## config.mk

```make
export PLATFORM = sky130hd
export DESIGN_NAME = keyed_color_ramp_interpolator_core
export DESIGN_NICKNAME = d
export VERILOG_FILES = /design/src/hdl/kcri_pkg.sv /design/src/hdl/keyed_color_ramp_interpolator_core.sv /design/src/hdl/kcri_front.sv /design/src/hdl/kcri_queue.sv /design/src/hdl/kcri_back.sv
export SDC_FILE = /design/constraint.sdc
export NUM_CORES = 2
export LEC_CHECK = 0
export ABC_AREA = 1
export BUFFER_PORTS_ARGS = -buffer_cell sky130_fd_sc_hd__buf_4
export CAP_MARGIN = 10
export CORE_UTILIZATION = 40
export DETAILED_ROUTE_END_ITERATION = 10
export PLACE_DENSITY = 0.51
export SYNTH_ARGS = -nofsm -noshare
export SYNTH_HDL_FRONTEND = slang
export SYNTH_SLANG_ARGS = --single-unit
```

## constraint.sdc

```tcl
create_clock -name clock -period 13.8 [get_ports clock]
set_input_delay 0 -clock clock [delete_from_list [all_inputs] [get_ports clock]]
set_output_delay 0 -clock clock [all_outputs]
set_load 0.1 [all_outputs]
```

## src/hdl/kcri_pkg.sv

```systemverilog
package kcri_pkg;

   localparam int ENTRIES     = 16;
   localparam int KEY_BITS    = 16;
   localparam int IDX_BITS    = $clog2(ENTRIES);
   localparam int CNT_BITS    = $clog2(ENTRIES + 1);
   localparam int SLOT_BITS   = 4;
   localparam int CHAN_BITS   = 8;
   localparam int NUM_CHANS   = 3;
   localparam int COLOR_BITS  = CHAN_BITS * NUM_CHANS;
   localparam int NUM_BITS    = KEY_BITS + CHAN_BITS + 1;
   localparam int STEP_BITS   = $clog2(CHAN_BITS);
   localparam int QUEUE_DEPTH = 2;
   localparam int QPTR_BITS   = $clog2(QUEUE_DEPTH);
   localparam int QCNT_BITS   = $clog2(QUEUE_DEPTH + 1);

   typedef enum logic [1:0] {
      ACT_QUERY = 2'd0,
      ACT_WRITE = 2'd1,
      ACT_CLEAR = 2'd2
   } action_type;

   typedef enum logic [1:0] {
      CMD_QUERY,
      CMD_WRITE,
      CMD_CLEAR
   } cmd_kind_type;

   typedef enum logic [2:0] {
      BK_IDLE,
      BK_SCAN,
      BK_PREP,
      BK_MUL,
      BK_DIV,
      BK_DONE
   } back_state_type;

   typedef struct packed {
      logic [1:0]  action;
      logic [3:0]  slot;
      logic [15:0] anchor_key;
      logic [23:0] anchor_color;
      logic [15:0] query_value;
   } req_type;

   typedef struct packed {
      logic [23:0] color;
      logic        table_empty;
   } rsp_type;

   // For a query the key field carries the query value.
   typedef struct packed {
      cmd_kind_type            kind;
      logic [IDX_BITS-1:0]     idx;
      logic [KEY_BITS-1:0]     key;
      logic [COLOR_BITS-1:0]   color;
   } cmd_type;

endpackage

```

## src/hdl/keyed_color_ramp_interpolator_core.sv

```systemverilog
// Channel   Ports                            Direction  Moves
// request   req_valid req_ready req_data     in         query, write or clear
// response  rsp_valid rsp_ready rsp_data     out        one color per query
//
// Writes and clears are done by the execution unit directly from idle. A query
// scans the anchor table one slot per cycle and then either blends two anchors
// through the eight-step quotient loop or matches or clamps. Reset is synchronous
// and drops every anchor. A stalled response holds the execution unit, while the
// two-entry command queue keeps taking requests until it fills.
module keyed_color_ramp_interpolator_core (
   input  logic              clock,
   input  logic              reset,
   input  kcri_pkg::req_type req_data,
   input  logic              req_valid,
   output logic              req_ready,
   output kcri_pkg::rsp_type rsp_data,
   output logic              rsp_valid,
   input  logic              rsp_ready
);
   import kcri_pkg::*;

   cmd_type front_cmd;
   logic    front_valid, front_ready;
   cmd_type back_cmd;
   logic    back_valid, back_ready;

   kcri_front u_front (
      .clock     (clock),
      .reset     (reset),
      .req_data  (req_data),
      .req_valid (req_valid),
      .req_ready (req_ready),
      .cmd_data  (front_cmd),
      .cmd_valid (front_valid),
      .cmd_ready (front_ready)
   );

   kcri_queue u_queue (
      .clock     (clock),
      .reset     (reset),
      .in_data   (front_cmd),
      .in_valid  (front_valid),
      .in_ready  (front_ready),
      .out_data  (back_cmd),
      .out_valid (back_valid),
      .out_ready (back_ready)
   );

   kcri_back u_back (
      .clock     (clock),
      .reset     (reset),
      .cmd_data  (back_cmd),
      .cmd_valid (back_valid),
      .cmd_ready (back_ready),
      .rsp_data  (rsp_data),
      .rsp_valid (rsp_valid),
      .rsp_ready (rsp_ready)
   );

endmodule

```

## src/hdl/kcri_front.sv

```systemverilog
module kcri_front (
   input  logic              clock,
   input  logic              reset,
   input  kcri_pkg::req_type req_data,
   input  logic              req_valid,
   output logic              req_ready,
   output kcri_pkg::cmd_type cmd_data,
   output logic              cmd_valid,
   input  logic              cmd_ready
);
   import kcri_pkg::*;

   cmd_type cmd_ff, cmd_in;
   logic    cmd_valid_ff, cmd_valid_in;
   logic    keep;
   cmd_type cls;
   logic [IDX_BITS+SLOT_BITS-1:0] slot_wide;

   assign slot_wide = (IDX_BITS + SLOT_BITS)'(req_data.slot);

   // Classify the incoming transaction; unused codes and writes to slots
   // beyond the table are dropped here.
   always_comb begin
      keep      = 1'b0;
      cls.kind  = CMD_QUERY;
      cls.idx   = slot_wide[IDX_BITS-1:0];
      cls.key   = KEY_BITS'(req_data.anchor_key);
      cls.color = req_data.anchor_color;
      case (req_data.action)
         ACT_QUERY: begin
            keep     = 1'b1;
            cls.kind = CMD_QUERY;
            cls.key  = KEY_BITS'(req_data.query_value);
         end
         ACT_WRITE: begin
            keep     = (slot_wide < (IDX_BITS + SLOT_BITS)'(ENTRIES));
            cls.kind = CMD_WRITE;
         end
         ACT_CLEAR: begin
            keep     = 1'b1;
            cls.kind = CMD_CLEAR;
         end
         default: begin
            keep = 1'b0;
         end
      endcase
   end

   assign req_ready = !cmd_valid_ff || cmd_ready;

   always_comb begin
      cmd_valid_in = cmd_valid_ff;
      cmd_in       = cmd_ff;
      if (cmd_valid_ff && cmd_ready) begin
         cmd_valid_in = 1'b0;
      end
      if (req_valid && req_ready) begin
         cmd_valid_in = keep;
         cmd_in       = cls;
      end
   end

   always_ff @(posedge clock) begin
      if (reset) begin
         cmd_valid_ff <= 1'b0;
      end else begin
         cmd_valid_ff <= cmd_valid_in;
      end
   end

   always_ff @(posedge clock) begin
      cmd_ff <= cmd_in;
   end

   assign cmd_data  = cmd_ff;
   assign cmd_valid = cmd_valid_ff;

endmodule

```

## src/hdl/kcri_queue.sv

```systemverilog
module kcri_queue (
   input  logic              clock,
   input  logic              reset,
   input  kcri_pkg::cmd_type in_data,
   input  logic              in_valid,
   output logic              in_ready,
   output kcri_pkg::cmd_type out_data,
   output logic              out_valid,
   input  logic              out_ready
);
   import kcri_pkg::*;

   cmd_type               entry_ff [QUEUE_DEPTH];
   logic [QPTR_BITS-1:0]  wr_ptr_ff, wr_ptr_in;
   logic [QPTR_BITS-1:0]  rd_ptr_ff, rd_ptr_in;
   logic [QCNT_BITS-1:0]  count_ff, count_in;
   logic                  push, pop;

   assign in_ready  = (count_ff != QCNT_BITS'(QUEUE_DEPTH));
   assign out_valid = (count_ff != '0);
   assign out_data  = entry_ff[rd_ptr_ff];
   assign push      = in_valid && in_ready;
   assign pop       = out_valid && out_ready;

   always_comb begin
      wr_ptr_in = wr_ptr_ff;
      rd_ptr_in = rd_ptr_ff;
      count_in  = count_ff;
      if (push) begin
         wr_ptr_in = (wr_ptr_ff == QPTR_BITS'(QUEUE_DEPTH - 1)) ? '0 : wr_ptr_ff + 1'b1;
      end
      if (pop) begin
         rd_ptr_in = (rd_ptr_ff == QPTR_BITS'(QUEUE_DEPTH - 1)) ? '0 : rd_ptr_ff + 1'b1;
      end
      if (push && !pop) begin
         count_in = count_ff + 1'b1;
      end else if (pop && !push) begin
         count_in = count_ff - 1'b1;
      end
   end

   always_ff @(posedge clock) begin
      if (reset) begin
         wr_ptr_ff <= '0;
         rd_ptr_ff <= '0;
         count_ff  <= '0;
      end else begin
         wr_ptr_ff <= wr_ptr_in;
         rd_ptr_ff <= rd_ptr_in;
         count_ff  <= count_in;
      end
   end

   always_ff @(posedge clock) begin
      if (push) begin
         entry_ff[wr_ptr_ff] <= in_data;
      end
   end

endmodule

```

## src/hdl/kcri_back.sv

```systemverilog
module kcri_back (
   input  logic              clock,
   input  logic              reset,
   input  kcri_pkg::cmd_type cmd_data,
   input  logic              cmd_valid,
   output logic              cmd_ready,
   output kcri_pkg::rsp_type rsp_data,
   output logic              rsp_valid,
   input  logic              rsp_ready
);
   import kcri_pkg::*;

   back_state_type state_ff, state_in;

   logic [ENTRIES-1:0]     valid_ff;
   logic [KEY_BITS-1:0]    key_mem_ff   [ENTRIES];
   logic [COLOR_BITS-1:0]  color_mem_ff [ENTRIES];

   logic [CNT_BITS-1:0]    cnt_ff;
   logic [IDX_BITS-1:0]    rd_addr;
   logic                   scan_issue;
   logic                   rd_pend_ff;
   logic                   rd_valid_ff;
   logic [KEY_BITS-1:0]    rd_key_ff;
   logic [COLOR_BITS-1:0]  rd_color_ff;

   logic [KEY_BITS-1:0]    qv_ff;
   logic                   any_ff, eq_hit_ff, lo_hit_ff, hi_hit_ff;
   logic [COLOR_BITS-1:0]  eq_color_ff, lo_color_ff, hi_color_ff;
   logic [KEY_BITS-1:0]    lo_key_ff, hi_key_ff;

   logic [KEY_BITS-1:0]    span_ff, dl_ff, du_ff;
   logic [NUM_BITS-1:0]    num_in  [NUM_CHANS];
   logic [NUM_BITS-1:0]    rem_ff  [NUM_CHANS];
   logic [NUM_BITS-1:0]    rem_in  [NUM_CHANS];
   logic [CHAN_BITS-1:0]   quo_ff  [NUM_CHANS];
   logic [CHAN_BITS-1:0]   quo_in  [NUM_CHANS];
   logic [COLOR_BITS-1:0]  quo_color;
   logic [NUM_BITS-1:0]    dvs_ff;
   logic [STEP_BITS-1:0]   step_ff;

   rsp_type                res_ff;
   rsp_type                rsp_ff;
   logic                   rsp_valid_ff, rsp_valid_in;
   logic                   start_query, do_write, do_clear, load_rsp, interp;

   assign rd_addr    = cnt_ff[IDX_BITS-1:0];
   assign scan_issue = (state_ff == BK_SCAN) && (cnt_ff != CNT_BITS'(ENTRIES));
   assign interp     = any_ff && !eq_hit_ff && lo_hit_ff && hi_hit_ff;

   always_comb begin
      state_in     = state_ff;
      cmd_ready    = 1'b0;
      start_query  = 1'b0;
      do_write     = 1'b0;
      do_clear     = 1'b0;
      load_rsp     = 1'b0;
      rsp_valid_in = rsp_valid_ff && !rsp_ready;
      case (state_ff)
         BK_IDLE: begin
            cmd_ready = 1'b1;
            if (cmd_valid) begin
               case (cmd_data.kind)
                  CMD_QUERY: begin
                     start_query = 1'b1;
                     state_in    = BK_SCAN;
                  end
                  CMD_WRITE: do_write = 1'b1;
                  CMD_CLEAR: do_clear = 1'b1;
                  default:   state_in = BK_IDLE;
               endcase
            end
         end
         BK_SCAN: begin
            // The last slot's read data is evaluated in the cycle that leaves.
            if (cnt_ff == CNT_BITS'(ENTRIES)) begin
               state_in = BK_PREP;
            end
         end
         BK_PREP: begin
            state_in = interp ? BK_MUL : BK_DONE;
         end
         BK_MUL: begin
            state_in = BK_DIV;
         end
         BK_DIV: begin
            if (step_ff == STEP_BITS'(CHAN_BITS - 1)) begin
               state_in = BK_DONE;
            end
         end
         BK_DONE: begin
            if (!rsp_valid_ff || rsp_ready) begin
               load_rsp     = 1'b1;
               rsp_valid_in = 1'b1;
               state_in     = BK_IDLE;
            end
         end
         default: state_in = BK_IDLE;
      endcase
   end

   always_ff @(posedge clock) begin
      if (reset) begin
         state_ff     <= BK_IDLE;
         rsp_valid_ff <= 1'b0;
         valid_ff     <= '0;
         rd_pend_ff   <= 1'b0;
      end else begin
         state_ff     <= state_in;
         rsp_valid_ff <= rsp_valid_in;
         rd_pend_ff   <= scan_issue;
         if (do_clear) begin
            valid_ff <= '0;
         end else if (do_write) begin
            valid_ff[cmd_data.idx] <= 1'b1;
         end
      end
   end

   // Anchor memories: one write port, one registered read port.
   always_ff @(posedge clock) begin
      if (do_write) begin
         key_mem_ff[cmd_data.idx]   <= cmd_data.key;
         color_mem_ff[cmd_data.idx] <= cmd_data.color;
      end
      rd_key_ff   <= key_mem_ff[rd_addr];
      rd_color_ff <= color_mem_ff[rd_addr];
      rd_valid_ff <= valid_ff[rd_addr];
   end

   // Scan: slots come in ascending order, so strict compares keep the
   // lowest slot among equal keys.
   always_ff @(posedge clock) begin
      if (start_query) begin
         cnt_ff    <= '0;
         qv_ff     <= cmd_data.key;
         any_ff    <= 1'b0;
         eq_hit_ff <= 1'b0;
         lo_hit_ff <= 1'b0;
         hi_hit_ff <= 1'b0;
      end else begin
         if (scan_issue) begin
            cnt_ff <= cnt_ff + 1'b1;
         end
         if (rd_pend_ff && rd_valid_ff) begin
            any_ff <= 1'b1;
            if (rd_key_ff == qv_ff) begin
               if (!eq_hit_ff) begin
                  eq_hit_ff   <= 1'b1;
                  eq_color_ff <= rd_color_ff;
               end
            end else if (rd_key_ff < qv_ff) begin
               if (!lo_hit_ff || rd_key_ff > lo_key_ff) begin
                  lo_hit_ff   <= 1'b1;
                  lo_key_ff   <= rd_key_ff;
                  lo_color_ff <= rd_color_ff;
               end
            end else begin
               if (!hi_hit_ff || rd_key_ff < hi_key_ff) begin
                  hi_hit_ff   <= 1'b1;
                  hi_key_ff   <= rd_key_ff;
                  hi_color_ff <= rd_color_ff;
               end
            end
         end
      end
   end

   // Per-channel numerators and one restoring-division step per cycle.
   always_comb begin
      logic [KEY_BITS+CHAN_BITS-1:0] pl;
      logic [KEY_BITS+CHAN_BITS-1:0] pu;
      for (int c = 0; c < NUM_CHANS; c++) begin
         pl = lo_color_ff[c*CHAN_BITS +: CHAN_BITS] * dl_ff;
         pu = hi_color_ff[c*CHAN_BITS +: CHAN_BITS] * du_ff;
         num_in[c] = NUM_BITS'(pl) + NUM_BITS'(pu);
         if (rem_ff[c] >= dvs_ff) begin
            rem_in[c] = rem_ff[c] - dvs_ff;
            quo_in[c] = {quo_ff[c][CHAN_BITS-2:0], 1'b1};
         end else begin
            rem_in[c] = rem_ff[c];
            quo_in[c] = {quo_ff[c][CHAN_BITS-2:0], 1'b0};
         end
         quo_color[c*CHAN_BITS +: CHAN_BITS] = quo_in[c];
      end
   end

   always_ff @(posedge clock) begin
      case (state_ff)
         BK_PREP: begin
            span_ff <= hi_key_ff - lo_key_ff;
            dl_ff   <= hi_key_ff - qv_ff;
            du_ff   <= qv_ff - lo_key_ff;
            res_ff.table_empty <= !any_ff;
            if (!any_ff) begin
               res_ff.color <= '0;
            end else if (eq_hit_ff) begin
               res_ff.color <= eq_color_ff;
            end else if (!lo_hit_ff) begin
               res_ff.color <= hi_color_ff;
            end else begin
               res_ff.color <= lo_color_ff;
            end
         end
         BK_MUL: begin
            for (int c = 0; c < NUM_CHANS; c++) begin
               rem_ff[c] <= num_in[c];
               quo_ff[c] <= '0;
            end
            dvs_ff  <= NUM_BITS'(span_ff) << (CHAN_BITS - 1);
            step_ff <= '0;
         end
         BK_DIV: begin
            for (int c = 0; c < NUM_CHANS; c++) begin
               rem_ff[c] <= rem_in[c];
               quo_ff[c] <= quo_in[c];
            end
            dvs_ff  <= dvs_ff >> 1;
            step_ff <= step_ff + 1'b1;
            if (step_ff == STEP_BITS'(CHAN_BITS - 1)) begin
               res_ff.color <= quo_color;
            end
         end
         default: begin
            step_ff <= step_ff;
         end
      endcase
   end

   always_ff @(posedge clock) begin
      if (load_rsp) begin
         rsp_ff <= res_ff;
      end
   end

   assign rsp_data  = rsp_ff;
   assign rsp_valid = rsp_valid_ff;

endmodule

```

==> results.tsv <==
stage	metric	value	unit
route	wl_per_cell	20.64	µm
run	max_cap_viol_count	0	
outcome	status	complete, no violations	
floorplan	num_io_pins	93	
clock_tree	cts_tree	built	
yosys	seq_area_frac_synth	44.10	%
yosys	synth_edf_count	1118	
floorplan	rows	163	
yosys	synth_top_area_share	42.16	%
global_routing	grt_pass1_wl	355400	µm
sta	whs	0.06338	ns
sta	finalSetupTns	0	ns
route	wl	235600	µm
floorplan	core	197600	µm²
route	post-route-drc-count	0	
yosys	synth_cells	8574	
yosys	yosys.area.top_type	edfxtp_1	
finish	final_common_cell	nand2_1	
yosys	async_flop_share	0	%
sta	setup_viol_count_final	0	
sta	final_hold_viol_count	0	
critical_path	critPathArrivalTime	6.77	ns
sta	drv_slew	0	
sta	period_minus_slack	6.260	ns
yosys	syn_area_per_cell	9.287	µm²
sta	fin_worst_skew	0.07132	ns
route	ant_nets	0	
critical_path	reg2reg_slack	7.54	ns
route	via_count	57250	
route	drtIter0Drc	4311	
global_routing	antenna_found_initial	7	
placed_design	dp.final_hpwl	161700	µm
floorplan	dieWidth	448.2	µm
critical_path	start_kind	flip-flop	
route	via_per_inst	5.015	
power_and_ir_drop	vdd_drop_max	169.9	µV
clock_tree	clk_path_buf_depth	3	
critical_path	reg2reg_depth	20	
critical_path	crit_type	reg -> reg	
yosys	synth_cell_types	45	
clock_tree	h-tree-depth	4	
global_routing	grtUsageTotal	23.68	%
route	drt_pass1_iterations	6	
critical_path	crit_start	u_back.lo_color_ff[17]	
critical_path	crit_path_end_kind	flip-flop	
critical_path	r2r_end	u_back.rem_ff[0][70]	
yosys	yosysWarnings	0	
global_routing	gr-total-overflow	0	
sta	period_share	45.36	%
finish	nets	9750	
floorplan	die_h	448.2	µm
global_routing	grt_pass1_vias	57670	
critical_path	crit_end	u_back.rem_ff[0][70]	
finish	mostFrequentLayoutCells	2253 x nand2_1, 1736 x inv_1, 1118 x edfxtp_1	
global_routing	grt_max_degree	211	
yosys	synthFlopType	edfxtp_1	
sta	worst_pin_slew	1.113	ns
power_and_ir_drop	cellLeakagePower	40.98	nW
critical_path	rr_startpoint	u_back.lo_color_ff[17]	
clock_tree	cts_sinks	1195	
placed_design	io_buffers	92	
yosys	ys_ff_latch	1195	
yosys	syn-cell-area	79630	µm²
yosys	yosys-top-cells-area	edfxtp_1 42%, fa_1 16%, nand2_1 11%	
clock_tree	cts_resized	0	
finish	drive_gt1_share	5.642	%
clock_tree	root_buffer	clkbuf_16	
clock_tree	cts_setup_buffers	0	
power_and_ir_drop	powerDensity	210.4	nW/µm²
placed_design	gp_congestion	0.8885	
floorplan	fp.dieArea	200900	µm²
clock_tree	cts_buffers	134	
critical_path	crit_required	14.31	ns
worst_hold_path	hold_class	in -> reg	
clock_tree	clkTransAtPathRegs	0.06	ns
finish	area_growth_syn_to_layout	11.33	%
yosys	syn_nets	9661	
sta	fmax	159.7	MHz
floorplan	start_util	40.29	%
sta	slew_headroom	25.83	%
sta	rsz0062_at_grt	no	
clock_tree	insertion_delay	0.83	ns
critical_path	worstPathMaxFanout	17	
## registers in the layout (all words and copies together), names as in the netlist, 25 cells and up, named ones only
| signal | count |
|---|---|
| u_front.cmd_data | 46 |
| u_back.key_mem_ff | 256 |
| u_back.rsp_data | 25 |
| u_back.rem_ff | 75 |
| u_back.color_mem_ff | 384 |
| u_back.res_ff | 25 |
| u_queue.entry_ff | 92 |
## Yosys cell counts (77+ instances only)
library cell,n
edfxtp_1,1118
fa_1,633
a21oi_1,175
nor2_1,629
o22ai_1,181
nand4_1,84
nand2_1,2255
inv_1,1742
o21ai_0,464
nand3_1,227
clkbuf_1,277
ha_1,388
dfxtp_1,77
## layer usage
metal  part of all wire, %  GRT usage (%)
met1                    43          30.64
met2                    49          40.50
met3                   5.3          3.491
met5                0.0030              0
met4                   3.5          7.980
## report_power, final
part | total (mW) | internal (mW) | switching [mW]
registers | 4.97 | 4.73 | 0.239
clock network | 3.67 | 2.10 | 1.57
logic | 10.0 | 3.28 | 6.74
## worst max-delay path, cell delays in order (launching register included)
cell and delay (ns):
edfxtp_1 1.03, nand2_1 0.32, fa_1 0.58, fa_1 0.55
inv_1 0.05, fa_1 0.50, fa_1 0.46, fa_1 0.51
inv_1 0.05, fa_1 0.47, inv_1 0.04, ha_1 0.35
nand2_1 0.11, nor2_1 0.29, nand3_1 0.13, nand3_1 0.16
nand2_1 0.09, nand2_1 0.06, nand2_1 0.05, nand3_1 0.06
nand2_1 0.06
## worst min-delay path by stage
stage	from	to	cells after the start
after floorplan	req_data[16]	u_front.cmd_data[0]	0
after global placement	req_data[39]	u_front.cmd_data[23]	1
after detailed placement	req_data[23]	u_front.cmd_data[7]	1
after CTS	req_data[54]	u_front.cmd_data[38]	3
after global routing	req_data[42]	u_front.cmd_data[26]	3
final	req_data[0]	u_front.cmd_data[24]	3
## cells by family after synthesis
kind of cell	Yosys count	share of synthesized area, %
DFF	1195	44.10
muxes	56	0.7919
AOI/OAI and AO/OA	870	5.910
buffers and inverters	2077	9.976
adders and majority gates	1021	22.01
xor gates and xnor gates	71	0.7809
and+or+nand+nor	3284	16.43
## cell type report
class,count,area [µm²]
multi-input cells,5302,36740
clock buffers,169,3546
fillers,19060,109000
clock inverters,77,953.4
diodes,1,2.502
repair buffers,282,2402
well taps,2640,3303
inverters,1748,6571
flip-flops and latches,1195,35120
## through the flow
step	power, mW	worst slack, ns	util, %	std cells	cell area (µm²)
finish	18.66	7.540	44.86	11410	88650
global route	20.34	7.251	44.86	11410	88650
CTS	18.85	7.618	44.85	11410	88640
detailed placement	15.10	7.652	42.08	11070	83150
global placement	15.05	7.678	42.08	11070	83150
floorplan	12.05	8.429	-	8574	79630
## what timing repair did
| action | CTS | global route |
|---|---|---|
| endpoints found under the setup margin | 0 | 0 |
| endpoints found under the hold margin | 118 | 0 |
| hold buffers | 99 | 0 |
(Power assumes the default switching activity.)
